[src/rtl/core/sobl_pkg.sv]
package sobl_pkg;

    // Command codes of an input request
    localparam logic CMD_LOAD  = 1'b0;
    localparam logic CMD_PIXEL = 1'b1;

    // Configuration register indexes
    localparam logic [7:0] CFG_WINDOW_LEFT    = 8'd0;
    localparam logic [7:0] CFG_WINDOW_TOP     = 8'd1;
    localparam logic [7:0] CFG_OVERLAY_WIDTH  = 8'd2;
    localparam logic [7:0] CFG_OVERLAY_HEIGHT = 8'd3;
    localparam logic [7:0] CFG_SCALE_FACTOR   = 8'd4;

    localparam int CFG_INDEX_W = 8;
    localparam int CFG_DATA_W  = 16;

    localparam logic [7:0] ALPHA_MAX = 8'hFF;

    // Reciprocal fixed point: quotient = (d * recip) >> RECIP_SHIFT, exact for d < 4096
    localparam int RECIP_SHIFT = 17;
    localparam int RECIP_W     = 18;

    typedef struct packed {
        logic        cmd;
        logic [13:0] texel_addr;
        logic [11:0] pix_x;
        logic [11:0] pix_y;
        logic [7:0]  in_red;
        logic [7:0]  in_green;
        logic [7:0]  in_blue;
        logic [7:0]  in_alpha;
    } in_item_t;

    typedef struct packed {
        logic [7:0] out_red;
        logic [7:0] out_green;
        logic [7:0] out_blue;
    } out_item_t;

    // Classified request held in the queue between front and back
    typedef struct packed {
        logic        is_pix;
        logic        in_win;
        logic [11:0] dx;
        logic [11:0] dy;
        logic [13:0] addr;
        logic [7:0]  red;
        logic [7:0]  green;
        logic [7:0]  blue;
        logic [7:0]  alpha;
    } work_t;

    // Static settings the back part needs
    typedef struct packed {
        logic [8:0]         width;
        logic [RECIP_W-1:0] recip;
    } back_cfg_t;

    // ceil(2^17 / s); a zero scale behaves as one
    function automatic logic [RECIP_W-1:0] scale_recip(input logic [4:0] s);
        logic [RECIP_W-1:0] r;
        unique case (s)
            5'd0, 5'd1: r = 18'd131072;
            5'd2:  r = 18'd65536;
            5'd3:  r = 18'd43691;
            5'd4:  r = 18'd32768;
            5'd5:  r = 18'd26215;
            5'd6:  r = 18'd21846;
            5'd7:  r = 18'd18725;
            5'd8:  r = 18'd16384;
            5'd9:  r = 18'd14564;
            5'd10: r = 18'd13108;
            5'd11: r = 18'd11916;
            5'd12: r = 18'd10923;
            5'd13: r = 18'd10083;
            5'd14: r = 18'd9363;
            5'd15: r = 18'd8739;
            5'd16: r = 18'd8192;
            5'd17: r = 18'd7711;
            5'd18: r = 18'd7282;
            5'd19: r = 18'd6899;
            5'd20: r = 18'd6554;
            5'd21: r = 18'd6242;
            5'd22: r = 18'd5958;
            5'd23: r = 18'd5699;
            5'd24: r = 18'd5462;
            5'd25: r = 18'd5243;
            5'd26: r = 18'd5042;
            5'd27: r = 18'd4855;
            5'd28: r = 18'd4682;
            5'd29: r = 18'd4520;
            5'd30: r = 18'd4370;
            5'd31: r = 18'd4229;
        endcase
        return r;
    endfunction

    // v / 255 for v below 65280
    function automatic logic [7:0] div255(input logic [16:0] v);
        logic [16:0] sum;
        sum = v + (v >> 8) + 17'd1;
        return sum[15:8];
    endfunction

endpackage

[src/rtl/core/sobl_queue.sv]
module sobl_queue (
    input  logic            clk,
    input  logic            rst_n,
    input  logic            push,
    input  sobl_pkg::work_t push_data,
    input  logic            pop,
    output logic            full,
    output logic            not_empty,
    output sobl_pkg::work_t head
);

    sobl_pkg::work_t slot_reg [4];
    logic [1:0] wr_ptr_reg;
    logic [1:0] rd_ptr_reg;
    logic [2:0] count_reg;
    logic [2:0] count_next;

    assign full      = (count_reg == 3'd4);
    assign not_empty = (count_reg != 3'd0);
    assign head      = slot_reg[rd_ptr_reg];

    always_comb
    begin
        count_next = count_reg + 3'(push) - 3'(pop);
    end

    always_ff @(posedge clk)
    begin
        if (push)
        begin
            slot_reg[wr_ptr_reg] <= push_data;
        end
    end

    always_ff @(posedge clk or negedge rst_n)
    begin
        if (!rst_n)
        begin
            wr_ptr_reg <= '0;
            rd_ptr_reg <= '0;
            count_reg  <= '0;
        end
        else
        begin
            if (push)
            begin
                wr_ptr_reg <= wr_ptr_reg + 2'd1;
            end
            if (pop)
            begin
                rd_ptr_reg <= rd_ptr_reg + 2'd1;
            end
            count_reg <= count_next;
        end
    end

endmodule

[config.mk]
export PLATFORM = sky130hd
export DESIGN_NAME = sobl_queue
export DESIGN_NICKNAME = d
export VERILOG_FILES = /design/src/rtl/core/sobl_pkg.sv /design/src/rtl/core/sobl_queue.sv
export SDC_FILE = /design/constraint.sdc
export NUM_CORES = 1
export LEC_CHECK = 0
export BUFFER_PORTS_ARGS = -buffer_cell sky130_fd_sc_hd__buf_2
export CORE_MARGIN = 1
export CORE_UTILIZATION = 51
export CTS_CLUSTER_DIAMETER = 50
export DETAILED_ROUTE_END_ITERATION = 10
export PLACE_DENSITY_LB_ADDON = 0.12
export SYNTH_ARGS = -nofsm -noshare
export SYNTH_HDL_FRONTEND = slang
export SYNTH_SLANG_ARGS = --single-unit
export TNS_END_PERCENT = 10
[constraint.sdc]
create_clock -name clk -period 3.05 [get_ports clk]
set_clock_uncertainty 0.2 [all_clocks]
set_input_delay 0.1525 -clock clk [delete_from_list [all_inputs] [get_ports clk]]
set_output_delay 0.1525 -clock clk [all_outputs]
set_load 0.01 [all_outputs]
# After elaboration in Yosys (flattened, before gate mapping)
# Memory sizes are Yosys's and may differ from the RTL's.
# Index checks and enable logic that the tools add are counted.
# Widths: inputs -> output; s select.
# totals
in_bits	76
elab_cells	12
register_bits	7
memories	1
mem_bits_rw	288
out_inout_bits	74
# memory_table
memory	depth	word_bits	rd	rd_clocked_by_memory_dff	write_ports	line	rtl
slot_reg	4	72	1	0	1	sobl_queue.sv:12	sobl_pkg::work_t slot_reg [4];
# classes
n_reduce_logical	1
eq_ne	1
n_addsub	4
mux	2
# ops
cell	count
$add 2x1->2 const B	2
$add 3x1->3	1
$eq 3x3->1 const B	1
$reduce_bool 3->1	1
$sub 3x1->3	1
$mux 1	2

# Depth between registers and ports, before layout
# depth
depth_word	2
depth_mapped	6
ltp_nobuf	6

# Worst setup path before layout
# Ideal clock, no wire load.
# synth_path
path_type	register -> register
from	register wr_ptr_reg[0]
to	memory slot_reg[2][0] (netlist bit), enable pin
required_time_ns	2.412
path_stages_with_launch	4
period_less_slack_ns	2.938
setup_time_ns	0.438
n_path_buf	0
path_slack_ns	0.112
arrival_time_ns	2.300
cell_sequence	dfrtp_1 inv_1 ha_1 and2_1
# synth_rtl
element	line	rtl
start: declaration	sobl_queue.sv:13	logic [1:0] wr_ptr_reg;
start signal: assignment	sobl_queue.sv:47	wr_ptr_reg <= wr_ptr_reg + 2'd1;
end: declaration	sobl_queue.sv:12	
# Straight into the memory's write port.

==> metrics <==
type of destination of the critical path=output port; worst hold-check path type=primary input to flip-flop; Post-Syn Area=10800 um^2; power per standard cell area=945 nW/um^2; final hold vios=0; Setup WS pre-CTS=0.934 ns; Worst Setup SP=rd_ptr_reg[0]; Setup TNS Final=0 ns; Max VDD drop=0.504 mV; initial antenna violation count=0; CTS tree=done; Max Clock Freq=0.388 GHz; Slew Limit Headroom=62.6%; initial DRC count=262; P_leak=0.00483 uW; share of the clock period used by the worst path=84.4%; Max Root-Sink Buffers=3; dominant cell type by area after synthesis=edfxtp_1; Initial Util=52.6%; Syn Inst Count=between 400 and 500; worst hold path startpoint=push_data[3]; reg2reg end=slot_reg[2][16]; Reg clk slew, reported paths=approximately 0.060 ns; Die H=147 um; critical path type=flip-flop to output port; via count=just over 5000; # Post-CTS Setup Buffers=0; Worst Path Arrival=2.22 ns; syn nets=493; Worst R2R Start=wr_ptr_reg[0]; routability congestion estimate from global placement=0.657; Final Util=roughly 67%; site row count=52; Seq/Total Area, Yosys=81.8%; port bufs=149; fin crit period=2.57 ns; most frequent cells in the layout=edfxtp_1 (288), buf_2 (149), dlygate4sd3_1 (76); gr usage total=19.1%; hpwl dp=11.7 mm; remaining antenna violation count=0; most common cell after layout, fill and taps aside=edfxtp_1; # fillers=~1300; Core Region=20500 um^2; Netlist cell types=16; DRC violations left=0; CTS buffer count=34; Mapped Avg Cell Area=around 26 um^2; number of global-route vias before repair=5654; Area Growth Syn to Fin=27.7%; top cell type's share of synthesized area=approximately 80%; worst skew pair latency=between 0.4 and 0.5 ns; Data required, critical path=around 2.7 ns; max reg flops=between 200 and 300; Worst Tran Pin Value=roughly 0.56 ns; max-slew violations=0; largest net degree at the start of global routing=42; hold worst-path end=slot_reg[2][3]; Storage cell area=8830 um^2; FF+latch count, synth=295; final net count=roughly 750; wire length per cell=~21 um; ANT cells=0; share of cells above drive strength 1=around two fifths; max cap viols=0; CP Max Fanout=38; Post-Route WL=19.8 mm; unrepaired setup endpoints after global routing=false; CTS Sinks=roughly 300; Setup WS post-layout=between 0.4 and 0.5 ns; TritonRoute pass-1 iters=4; Pwr Total=13000 uW; hold path cells=2; clk root buf=clkbuf_16; Vias/cell=~5.3; grt ovf=0; Die Area=21700 um^2; R2R Setup Slk=~1.0 ns; status=completed; H-Tree Depth=2; top cells by area, synth=edfxtp_1 (80%), mux4_2 (15%), dfrtp_1 (1.6%); endpoints failing setup=0; Syn. warnings=0; crit start category=flip-flop; multi-input logic area=1820 um^2; die width=147 um; first-pass GRT wire length=30.9 mm; I/O pins=150; r2r worst-path depth=4
-- worst max path at each step --
| stage | to | slack, ns | cells past startpoint |
|---|---|---|---|
| 2_1_floorplan | slot_reg[2][0] | 0.11 | 3 |
| 3_3_place_gp | head[16] | 0.93 | 3 |
| 3_5_place_dp | head[16] | 0.93 | 3 |
| 4_1_cts | head[16] | 0.40 | 3 |
| 5_1_grt | head[32] | 0.33 | 3 |
| 6_report | head[16] | 0.48 | 3 |
-- timing repair --
| action | CTS | global route |
|---|---|---|
| endpoints found under the setup margin | 0 | 0 |
| hold buffers | 76 | 0 |
| endpoints found under the hold margin | 300 | 0 |
| resized for setup | 0 | 0 |
-- area by class of cell --
type | count | area share [%]
Sequential cell | 295 | 64.2
Multi-Input combinational cell | 93 | 13.2
Timing Repair Buffer | 238 | 12.2
Clock buffer | 40 | 6.50
Tap cell | 270 | 2.45
Clock inverter | 18 | 1.31
Inverter | 6 | 0.164
-- report_power, final --
| part | switching [uW] | internal, uW | total [uW] |
|---|---|---|---|
| Clock | 1500 | 2360 | 3860 |
| Combinational | 1820 | 1720 | 3540 |
| Sequential | 289 | 5310 | 5600 |
-- synthesized netlist by cell type (all sizes together) --
master,count
and2,4
and3,1
buf,16
dfrtp,7
edfxtp,288
fa,1
ha,6
inv,6
mux4,72
nand2,2
o21ai,1
or3,1
xnor2,2
xor2,3
-- worst max-delay path: stages (launching register included) --
cell and delay (ns):
dfrtp_4 0.63, buf_12 0.35, mux4_2 0.58, buf_2 0.16
-- per-stage QoR --
stage | cells | area (um^2) | hold WS (ns)
6_report | 960 | 13800 | 0.211
5_1_grt | 960 | 13800 | 0.205
4_1_cts | 960 | 13800 | 0.193
3_5_place_dp | 826 | 11900 | -0.194
3_3_place_gp | 826 | 11900 | -0.200
2_1_floorplan | 410 | 10800 | -0.343
-- metal layers --
metal	up-vias	GRT usage (%)	routed length [um]
met5	-	0	0
met4	0	5.21	345
met3	32	4.29	1060
met2	155	33.3	10200
met1	2655	24.2	8150
li1	2287	-	-
-- logic make-up (layout without fill, tap and decap cells) --
kind of cell	count (synthesis)	in the layout	share of synthesized area (%)
flops	295	295	81.8
mux	72	72	15.0
buf+inv	22	302	1.38
simple gates	8	8	0.418
fa+ha+maj	7	7	0.882
xor+xnor	5	5	0.406
compound gates	1	1	0.0464
No activity file was read; power rests on OpenSTA's default activity.
