**src/rtl/core/sobl_pkg.sv**
```systemverilog
package sobl_pkg;

    // Command codes of an input request
    localparam logic CMD_LOAD  = 1'b0;
    localparam logic CMD_PIXEL = 1'b1;

    // Configuration register indexes
    localparam logic [7:0] CFG_WINDOW_LEFT    = 8'd0;
    localparam logic [7:0] CFG_WINDOW_TOP     = 8'd1;
    localparam logic [7:0] CFG_OVERLAY_WIDTH  = 8'd2;
    localparam logic [7:0] CFG_OVERLAY_HEIGHT = 8'd3;
    localparam logic [7:0] CFG_SCALE_FACTOR   = 8'd4;

    localparam int CFG_INDEX_W = 8;
    localparam int CFG_DATA_W  = 16;

    localparam logic [7:0] ALPHA_MAX = 8'hFF;

    // Reciprocal fixed point: quotient = (d * recip) >> RECIP_SHIFT, exact for d < 4096
    localparam int RECIP_SHIFT = 17;
    localparam int RECIP_W     = 18;

    typedef struct packed {
        logic        cmd;
        logic [13:0] texel_addr;
        logic [11:0] pix_x;
        logic [11:0] pix_y;
        logic [7:0]  in_red;
        logic [7:0]  in_green;
        logic [7:0]  in_blue;
        logic [7:0]  in_alpha;
    } in_item_t;

    typedef struct packed {
        logic [7:0] out_red;
        logic [7:0] out_green;
        logic [7:0] out_blue;
    } out_item_t;

    // Classified request held in the queue between front and back
    typedef struct packed {
        logic        is_pix;
        logic        in_win;
        logic [11:0] dx;
        logic [11:0] dy;
        logic [13:0] addr;
        logic [7:0]  red;
        logic [7:0]  green;
        logic [7:0]  blue;
        logic [7:0]  alpha;
    } work_t;

    // Static settings the back part needs
    typedef struct packed {
        logic [8:0]         width;
        logic [RECIP_W-1:0] recip;
    } back_cfg_t;

    // ceil(2^17 / s); a zero scale behaves as one
    function automatic logic [RECIP_W-1:0] scale_recip(input logic [4:0] s);
        logic [RECIP_W-1:0] r;
        unique case (s)
            5'd0, 5'd1: r = 18'd131072;
            5'd2:  r = 18'd65536;
            5'd3:  r = 18'd43691;
            5'd4:  r = 18'd32768;
            5'd5:  r = 18'd26215;
            5'd6:  r = 18'd21846;
            5'd7:  r = 18'd18725;
            5'd8:  r = 18'd16384;
            5'd9:  r = 18'd14564;
            5'd10: r = 18'd13108;
            5'd11: r = 18'd11916;
            5'd12: r = 18'd10923;
            5'd13: r = 18'd10083;
            5'd14: r = 18'd9363;
            5'd15: r = 18'd8739;
            5'd16: r = 18'd8192;
            5'd17: r = 18'd7711;
            5'd18: r = 18'd7282;
            5'd19: r = 18'd6899;
            5'd20: r = 18'd6554;
            5'd21: r = 18'd6242;
            5'd22: r = 18'd5958;
            5'd23: r = 18'd5699;
            5'd24: r = 18'd5462;
            5'd25: r = 18'd5243;
            5'd26: r = 18'd5042;
            5'd27: r = 18'd4855;
            5'd28: r = 18'd4682;
            5'd29: r = 18'd4520;
            5'd30: r = 18'd4370;
            5'd31: r = 18'd4229;
        endcase
        return r;
    endfunction

    // v / 255 for v below 65280
    function automatic logic [7:0] div255(input logic [16:0] v);
        logic [16:0] sum;
        sum = v + (v >> 8) + 17'd1;
        return sum[15:8];
    endfunction

endpackage

```
**src/rtl/core/sobl_front.sv**
```systemverilog
module sobl_front (
    input  logic                                clk,
    input  logic                                rst_n,
    input  logic                                cfg_valid,
    input  logic [sobl_pkg::CFG_INDEX_W-1:0]    cfg_index,
    input  logic [sobl_pkg::CFG_DATA_W-1:0]     cfg_data,
    input  logic                                in_valid,
    input  sobl_pkg::in_item_t                  in_data,
    input  logic                                q_full,
    output logic                                push,
    output sobl_pkg::work_t                     push_data,
    output sobl_pkg::back_cfg_t                 back_cfg
);

    logic [11:0] left_reg;
    logic [11:0] top_reg;
    logic [8:0]  width_reg;
    logic [8:0]  height_reg;
    logic [4:0]  scale_reg;

    logic [4:0]  s_eff;
    logic [13:0] win_w;
    logic [13:0] win_h;
    logic [14:0] right_x;
    logic [14:0] bottom_y;
    logic        in_win;

    always_ff @(posedge clk or negedge rst_n)
    begin
        if (!rst_n)
        begin
            left_reg   <= '0;
            top_reg    <= '0;
            width_reg  <= '0;
            height_reg <= '0;
            scale_reg  <= 5'd1;
        end
        else if (cfg_valid)
        begin
            unique case (cfg_index)
                sobl_pkg::CFG_WINDOW_LEFT:    left_reg   <= cfg_data[11:0];
                sobl_pkg::CFG_WINDOW_TOP:     top_reg    <= cfg_data[11:0];
                sobl_pkg::CFG_OVERLAY_WIDTH:  width_reg  <= cfg_data[8:0];
                sobl_pkg::CFG_OVERLAY_HEIGHT: height_reg <= cfg_data[8:0];
                sobl_pkg::CFG_SCALE_FACTOR:   scale_reg  <= cfg_data[4:0];
                default: ;
            endcase
        end
    end

    always_comb
    begin
        s_eff    = (scale_reg == 5'd0) ? 5'd1 : scale_reg;
        win_w    = 14'(width_reg) * 14'(s_eff);
        win_h    = 14'(height_reg) * 14'(s_eff);
        right_x  = 15'(left_reg) + 15'(win_w);
        bottom_y = 15'(top_reg) + 15'(win_h);
        in_win   = (in_data.pix_x >= left_reg) && (15'(in_data.pix_x) < right_x) &&
                   (in_data.pix_y >= top_reg) && (15'(in_data.pix_y) < bottom_y);

        push                = in_valid && !q_full;
        push_data.is_pix    = (in_data.cmd == sobl_pkg::CMD_PIXEL);
        push_data.in_win    = in_win;
        push_data.dx        = in_data.pix_x - left_reg;
        push_data.dy        = in_data.pix_y - top_reg;
        push_data.addr      = in_data.texel_addr;
        push_data.red       = in_data.in_red;
        push_data.green     = in_data.in_green;
        push_data.blue      = in_data.in_blue;
        push_data.alpha     = in_data.in_alpha;

        back_cfg.width = width_reg;
        back_cfg.recip = sobl_pkg::scale_recip(scale_reg);
    end

endmodule

```
**config.mk**
```make
export PLATFORM = sky130hd
export DESIGN_NAME = sobl_front
export DESIGN_NICKNAME = d
export VERILOG_FILES = /design/src/rtl/core/sobl_pkg.sv /design/src/rtl/core/sobl_front.sv
export SDC_FILE = /design/constraint.sdc
export NUM_CORES = 1
export LEC_CHECK = 0
export BUFFER_PORTS_ARGS = -buffer_cell sky130_fd_sc_hd__buf_4
export CAP_MARGIN = 20
export CORE_MARGIN = 2
export CORE_UTILIZATION = 50
export CTS_CLUSTER_DIAMETER = 50
export DETAILED_ROUTE_END_ITERATION = 8
export PLACE_DENSITY = 0.79
export SLEW_MARGIN = 20
export SYNTH_ARGS = -nofsm -noshare
export SYNTH_HDL_FRONTEND = slang
export SYNTH_SLANG_ARGS = --single-unit
```
**constraint.sdc**
```tcl
create_clock -name clk -period 6.6 [get_ports clk]
set_input_delay 0.33 -clock clk [delete_from_list [all_inputs] [get_ports clk]]
set_output_delay 0.33 -clock clk [all_outputs]
set_load 0.05 [all_outputs]
```
; Word level (Yosys, flattened, before mapping)
; Memories as Yosys holds them, arrays and structs flattened.
; Index checks and enable logic that the tools add are counted.
[classes]
addsub = 4
multipliers = 2
magnitude_cmp = 4
n_eq_ne = 4
mux = 1
n_reduce_logical = 12
[ops]
columns = cell, count
row1 = $add A12 B14 Y15, 2
row2 = $lt A12 B15 Y1, 2
row3 = $mul A9 B5 Y14, 2
row4 = $ge A12 B12 Y1, 2
row5 = $sub A12 B12 Y12, 2
row6 = $eq A8 B2 Y1 const B, 2
row7 = $reduce_and A2 Y1, 5
row8 = $eq A8 B1 Y1 const B, 1
row9 = $eq A8 B3 Y1 const B, 1
row10 = $logic_not A8 Y1, 1
row11 = $logic_not A5 Y1, 1
row12 = $mux W5, 1
row13 = $logic_and A1 B1 Y1, 4
row14 = $logic_not A1 Y1, 1
[word_totals]
reg_bits = 47
rom_bits = 576
in_bits = 100
output_inout_bits = 100
word_cells = 33
mem_count = 1
[memory_table]
columns = name, depth, word_bits, read_ports, rd_ports_with_merged_regs, write_ports, line
row1 = (name not given), 32, 18, 1, 0, 0, sobl_pkg.sv:62  ; unique case (s)

; Logic depth before layout (Yosys ltp)
; Gate-level depths: netlist of run 1.
[logic_depth]
word_depth = 8
ltp_mapped = 29
mapped_depth_nobuf = 26

; Worst setup path before layout of run 1
; No wires, ideal clock.
[synth_path]
path_kind = reg2out
from = reg scale_reg[0]
to = out push_data[70] (netlist name)
arrival_ns = 6.137
required_ns = 6.270
slack_ns = 0.133
stages_incl_launch_ff = 27
path_buffers = 3
path_cell_list = dfstp_2 clkbuf_1 inv_1 ha_1 nand2b_1 nor3_1 nor2_1 clkbuf_1 nand2_1 fa_1 inv_1 fa_1 inv_1 fa_1 inv_1 ha_1 and2_1 o21a_1 a41o_1 o41ai_2 xor2_1 ha_1 a211o_1 a31oi_1 nor4_1 nor4_1 buf_4
[synth_between]
elab_chain_cells = 8
elab_cells_between_ends = 11
classes_between = add/sub (2) / mul (2) / order compare (2) / mux (1) / reduce/logical (4)
[synth_lines]
columns = item, line
row1 = from (decl), sobl_front.sv:19  ; logic [4:0] scale_reg;
row2 = from (signal assigned), sobl_front.sv:45  ; sobl_pkg::CFG_SCALE_FACTOR: scale_reg <= cfg_data[4:0];
row3 = $logic_not A5 Y1, sobl_front.sv:53  ; s_eff = (scale_reg == 5'd0) ? 5'd1 : scale_reg;
row4 = $mux W5 *, sobl_front.sv:53
row5 = $mul A9 B5 Y14, sobl_front.sv:54  ; win_w = 14'(width_reg) * 14'(s_eff);
row6 = $add A12 B14 Y15, sobl_front.sv:56  ; right_x = 15'(left_reg) + 15'(win_w);
row7 = $lt A12 B15 Y1, sobl_front.sv:58  ; in_win = (in_data.pix_x >= left_reg) && (15'(in_data.pix_x) < right_x) &&
row8 = $logic_and A1 B1 Y1 (2 in a row), sobl_front.sv:58
row9 = $logic_and A1 B1 Y1 *, sobl_front.sv:59  ; (in_data.pix_y >= top_reg) && (15'(in_data.pix_y) < bottom_y);
row10 = to (decl), sobl_front.sv:11  ; output sobl_pkg::work_t push_data,
; Every way passes the cells marked *; elsewhere a longest branch is shown, timed or not.

==> results of run 1 <==
==> cell families (layout without fill, tap and decap cells) <==
logic type      after synthesis  in the layout  share of synthesized area
compound gates              157            157                      0.130
xor+xnor                     35             35                     0.0397
fa+ha+maj                   167            167                      0.337
buf+inv                     205            256                      0.123
flops                        47             47                      0.152
mux                          28             28                     0.0420
simple gates                263            263                      0.176
==> placed cells by master, fill, tap and decap left out, types with 4 or more instances in the layout <==
cell       netlist  routed
a211oi_1         5       4
a21o_1           7       7
a21oi_1         40      40
a311oi_1         6       5
a31oi_1          6       4
and2_1          74      74
buf_4           48     119
clkbuf_16        0       5
dfrtp_1         46      46
fa_1            68      68
ha_1            99      95
inv_1          129     127
mux2_2          25      25
nand2_1         69      69
nand2b_1        16      15
nand3_1         10      10
nand3b_1         4       4
nor2_1          43      42
nor2b_1         14      14
nor3_1          16      14
o211ai_1         5       5
o21a_1           7       7
o21ai_0         48      44
xnor2_1         21      21
xor2_1          14      14
==> power by group through the flow <==
stage / clock, uW / combinational (uW) / sequential, uW
finish: 261 / 842 / 328
global route: 274 / 929 / 332
CTS: 264 / 790 / 328
detailed placement: 0 / 781 / 333
global placement: 0 / 765 / 332
floorplan: 0 / 646 / 335
==> timing repair <==
| action | in CTS | in global routing |
|---|---|---|
| gates resized for setup | 3 | 25 |
| setup buffers | 0 | 4 |
| endpoints found under the setup margin | 1 | 1 |
| pin swaps | 0 | 9 |
==> worst max-delay path by stage <==
stage            startpoint             to  slack (ns)
3_3_place_gp   scale_reg[0]  push_data[70]        0.26
5_1_grt        scale_reg[0]  push_data[70]       -0.12
4_1_cts        scale_reg[0]  push_data[70]        0.02
2_1_floorplan  scale_reg[0]  push_data[70]        0.13
6_report       scale_reg[0]  push_data[70]        0.19
3_5_place_dp   scale_reg[0]  push_data[70]        0.20
==> area by class of cell <==
cell class	instances	share of cell area
Inverter	129	0.0556
Timing Repair Buffer	119	0.103
Sequential cell	47	0.135
Tap cell	188	0.0270
Clock inverter	2	0.00187
Multi-Input combinational cell	650	0.662
Clock buffer	6	0.0159
==> per-layer routing <==
metal / GRT usage / up-vias / wire, um
met1: 0.278 / 2992 / 7150
met2: 0.356 / 159 / 8310
met4: 0.0524 / 0 / 410
met3: 0.0288 / 28 / 939
met5: 0 / - / 0
li1: - / 3037 / -
==> through the flow <==
stage               power [uW]  setup WS, ns   util  hold WS (ns)  std cells
finish                    1430         0.185  0.575        0.0364       1141
global route              1540        -0.116  0.575        0.0890       1141
CTS                       1380        0.0191  0.564        0.0633       1137
detailed placement        1110         0.197  0.553         0.370       1129
global placement          1100         0.264  0.553         0.369       1129
floorplan                  981         0.133      -        0.0344        902
==> flow_metrics.env, run 1 <==
export IMPL_reg2reg_slack_ns=5.27
export IMPL_critPathKind="flip-flop to primary output"
export IMPL_yosysSeqAreaShare=0.152
export IMPL_slowest_stage="dfstp_2"
export IMPL_path_clk_slew_ns=0.06
export IMPL_synth_seq_cells=47
export IMPL_avgSynthCellArea_um2=8.56
export IMPL_cts_buffers=5
export IMPL_reg2reg_to="scale_reg[2]"
export IMPL_swShare=0.447
export IMPL_setup_tns_ns=0
export IMPL_cts_root_buf="clkbuf_16"
export IMPL_cts_tree="built"
export IMPL_fillers=1322
export IMPL_cp_data_required_time_ns=6.27
export IMPL_r2r_start="scale_reg[2]"
export IMPL_yosysUniqueCellTypes=60
export IMPL_rows=45
export IMPL_maxCapViolCount=0
export IMPL_cpLargestDelayFamily="adder cells"
export IMPL_antenna_left=0
export IMPL_intPower_uw=791
export IMPL_pwr_share_seq=0.229
export IMPL_grt_pass1_vias=5980
export IMPL_synthArstFlopShare=1.00
export IMPL_num_io_pins=200
export IMPL_ff2ff_path_depth=2
export IMPL_post_synth_top_count_cell="inv_1"
export IMPL_worstPathMaxFanout=5
export IMPL_antenna_found_initial=0
export IMPL_diodes=0
export IMPL_routed_wl_um=16800
export IMPL_syn_to_final_growth_pct=12.8
export IMPL_first_pass_iters=5
export IMPL_p_sw_uw=640
export IMPL_worstMarginPinSlew_ns=0.809
export IMPL_cp_start_kind="flip-flop"
export IMPL_holdCritPathClass="input pin to asynchronous set/reset pin"
export IMPL_vias_per_cell=5.45
export IMPL_power_density_mw_per_mm2=164
export IMPL_grt_max_degree=51
export IMPL_multi_input_area_mm2=0.00576
export IMPL_synthTopCellsByArea="fa_1 (18%), ha_1 (16%), dfrtp_1 (15%)"
export IMPL_crit_cells=25
export IMPL_synth_fp_nets=1169
export IMPL_synth_top_area_frac=0.176
export IMPL_max_stage_delay_ns=0.54
export IMPL_yosysWarningCount=0
export IMPL_die_y_um=128
export IMPL_path_buf_inv=6
export IMPL_grt_overflow_total=0
export IMPL_cts_htree_levels=2
export IMPL_initial_core_util=0.510
export IMPL_slew_headroom=0.460
export IMPL_fp_dieW_um=128
export IMPL_grt_pass1_wl_um=28000
export IMPL_track_usage=0.208
export IMPL_register_area_mm2=0.00118
export IMPL_netlist_area_mm2=0.00772
export IMPL_fin_area_mm2=0.00871
export IMPL_die_area_mm2=0.0165
export IMPL_cts_hold_buf=0
export IMPL_synth_edff_count=0
export IMPL_drc=0
export IMPL_netlist_top_cells_count="inv_1 (129), ha_1 (99), and2_1 (74)"
export IMPL_gp_congestion=0.898
export IMPL_dp_hpwl_um=13300
export IMPL_vdd_drop_max_uv=113
export IMPL_cts_max_path_buffers=2
export IMPL_finalSetupViolCount=0
export IMPL_nets=1219
export IMPL_max_freq_ghz=0.156
export IMPL_slew_violations=0
export IMPL_clkSinkCount=47
export IMPL_p_comb_frac=0.588
export IMPL_power_leakage_uw=0.00443
export IMPL_clk_latency_ns=0.29
export IMPL_synth_cells=902
export IMPL_placed_area_mm2=0.00837
export IMPL_final_hold_viol_count=0
export IMPL_io_buffers=101
export IMPL_arrival_ns=6.08
export IMPL_num_vias=6216
export IMPL_dr_first_iter_drc_count=301
export IMPL_fin_worst_skew_ns=0
export IMPL_status="finished clean"
export IMPL_fin_crit_ns=6.41
export IMPL_pwr_share_clk=0.183
export IMPL_yosysTopAreaCell="fa_1"
export IMPL_drive_above_1_share=0.198
export IMPL_wl_per_cell_um=14.7
export IMPL_min_period_over_period=0.972
export IMPL_synth_flop_cell="dfrtp_1"
export IMPL_end_kind="primary output"
export IMPL_coreArea_mm2=0.0151
(Power assumes the default switching activity.)
==> run 2: changes to the inputs <==
ABC_AREA = 1   (was not set)
CORE_UTILIZATION = 51   (was 50)
PLACE_DENSITY = 0.8   (was 0.79)
==> flow_metrics.env, run 2 <==
export IMPL_synth_edff_count=0
export IMPL_num_vias=7175
export IMPL_synth_cells=1128
export IMPL_clkSinkCount=47
export IMPL_dr_first_iter_drc_count=500
export IMPL_antenna_left=0
export IMPL_power_density_mw_per_mm2=157
export IMPL_synthTopCellsByArea="fa_1 (17%), ha_1 (15%), dfrtp_1 (14%)"
export IMPL_grt_max_degree=48
export IMPL_holdCritPathClass="input pin to asynchronous set/reset pin"
export IMPL_slowest_stage="dfstp_2"
export IMPL_pwr_share_seq=0.232
export IMPL_min_period_over_period=0.951
export IMPL_io_buffers=101
export IMPL_p_sw_uw=648
export IMPL_diodes=0
export IMPL_vdd_drop_max_uv=95.0
export IMPL_cts_root_buf="clkbuf_16"
export IMPL_grt_pass1_vias=6683
export IMPL_first_pass_iters=5
export IMPL_post_route_util=0.567
export IMPL_fin_cells=1392
export IMPL_max_stage_delay_ns=0.53
export IMPL_drive_above_1_share=0.122
export IMPL_initial_core_util=0.518
export IMPL_crit_top_cell="inv_1"
export IMPL_antenna_found_initial=0
export IMPL_end_kind="primary output"
export IMPL_synth_seq_cells=47
export IMPL_cts_tree="built"
export IMPL_netlist_top_cells_count="inv_1 (257), nand2_1 (234), ha_1 (99)"
export IMPL_arrival_ns=5.95
export IMPL_grt_pass1_wl_um=30900
export IMPL_cts_htree_levels=2
export IMPL_cts_max_path_buffers=2
export IMPL_avgSynthCellArea_um2=7.21
export IMPL_fp_dieW_um=130
export IMPL_netlist_area_mm2=0.00814
export IMPL_dp_worst_setup_slack_ns=0.579
export IMPL_maxCapViolCount=0
export IMPL_dp_hpwl_um=15300
export IMPL_finalSetupViolCount=0
export IMPL_worstMarginPinSlew_ns=0.604
export IMPL_die_area_mm2=0.0170
export IMPL_post_synth_top_count_cell="inv_1"
export IMPL_synth_top_area_frac=0.167
export IMPL_critPathKind="flip-flop to primary output"
export IMPL_use_met3=0.0287
export IMPL_grt_busiest_layer="met2"
export IMPL_drc=0
export IMPL_synth_flop_cell="dfrtp_1"
export IMPL_path_clk_slew_ns=0.07
export IMPL_dp_cells=1382
export IMPL_wl_per_cell_um=13.6
export IMPL_rows=46
export IMPL_final_cell_mix="inv_1 (256), nand2_1 (232), buf_4 (110)"
export IMPL_synthArstFlopShare=1.00
export IMPL_clk_latency_ns=0.28
export IMPL_swShare=0.462
export IMPL_final_common_cell="inv_1"
export IMPL_slew_violations=0
export IMPL_max_freq_ghz=0.159
export IMPL_use_met1=0.313
export IMPL_gp_congestion=0.898
export IMPL_routed_wl_um=18900
export IMPL_worst_slack_ns=0.323
export IMPL_fin_crit_ns=6.28
export IMPL_vias_per_cell=5.15
export IMPL_cp_start_kind="flip-flop"
export IMPL_yosysTopAreaCell="fa_1"
export IMPL_track_usage=0.226
export IMPL_p_comb_frac=0.583
export IMPL_setup_tns_ns=0
export IMPL_synth_fp_nets=1395
export IMPL_cts_buffers=5
export IMPL_final_hold_viol_count=0
export IMPL_status="finished clean"
export IMPL_fin_worst_skew_ns=0
export IMPL_gr_usage_met2=0.370
export IMPL_yosysUniqueCellTypes=46
export IMPL_syn_to_final_growth_pct=9.56
export IMPL_pwr_share_clk=0.185
export IMPL_yosysSeqAreaShare=0.145
export IMPL_slew_headroom=0.597
export IMPL_coreArea_mm2=0.0157
export IMPL_grt_overflow_total=0
export IMPL_num_io_pins=200
export IMPL_worstPathMaxFanout=9
export IMPL_cp_data_required_time_ns=6.27
export IMPL_intPower_uw=754
export IMPL_die_y_um=130
export IMPL_nets=1442
export IMPL_holdWs_ns=0.0428
export IMPL_power_leakage_uw=0.00507
export IMPL_yosysWarningCount=0
## run 2: path summary, 6_finish.rpt
| path | start | endpoint | slack, ns | depth (start not counted) |
|---|---|---|---|---|
| max | scale_reg[0] | push_data[70] | 0.32 | 30 |
| min in group clk | cfg_data[7] | height_reg[7] | 0.27 | 3 |
| min reg2reg | left_reg[4] | left_reg[4] | 0.50 | 2 |
| max in group asynchronous | rst_n | top_reg[2] | 6.14 | 1 |
| min | rst_n | left_reg[11] | 0.04 | 1 |
| max reg2reg | scale_reg[2] | scale_reg[2] | 5.58 | 3 |
## run 2: metrics by stage
stage	instance area, um2	power, uW
floorplan	8140	1020
global placement	8730	1110
detailed placement	8730	1130
CTS	8880	1390
global route	8910	1530
finish	8910	1400
## run 2: layout make-up
cell class	count	area (um2)
clock buffer	7	143
clock inverter	1	8.76
fill	1480	6800
inverter	260	980
multi-input combinational	751	5510
sequential	47	1180
tap	216	270
timing repair buffer	110	826
## run 2: layer usage
| metal | part of all wire | routed length [um] |
|---|---|---|
| met5 | 0 | 0 |
| met3 | 0.064 | 1210 |
| met4 | 0.029 | 546 |
| met1 | 0.44 | 8350 |
| met2 | 0.47 | 8840 |
## run 2: power groups by stage
stage	Clock, uW	Combinational [uW]	Sequential, uW
after detailed placement	0	805	330
after global routing	275	930	328
after global placement	0	779	330
after CTS	259	810	325
final	259	817	325
after floorplan	0	684	333
## run 2: what timing repair did
item	in CTS	in global routing
resized for setup	0	5
buffers inserted	0	2
hold buffers	0	0
hold endpoints to repair	0	0
setup endpoints to repair	0	1
## run 2: worst max-delay path: cells and delay by family (launching register included)
family	cells	cell delay [ns]
adders and majority gates	6	2.46
and+or+nand+nor	11	1.00
buffers and inverters	9	0.99
DFF	1	0.53
AOI/OAI and AO/OA	3	0.53
xor gates and xnor gates	1	0.14
## run 2: cell families (layout without fill, tap and decap cells)
group / Yosys count / after routing / synth area share
AND/OR/NAND/NOR: 383 / 383 / 0.200
buffers and inverters: 330 / 378 / 0.180
adder cells (fa/ha/maj): 167 / 167 / 0.320
AO/OA/AOI/OAI: 164 / 164 / 0.116
flip-flops: 47 / 47 / 0.145
XOR/XNOR: 37 / 37 / 0.0398
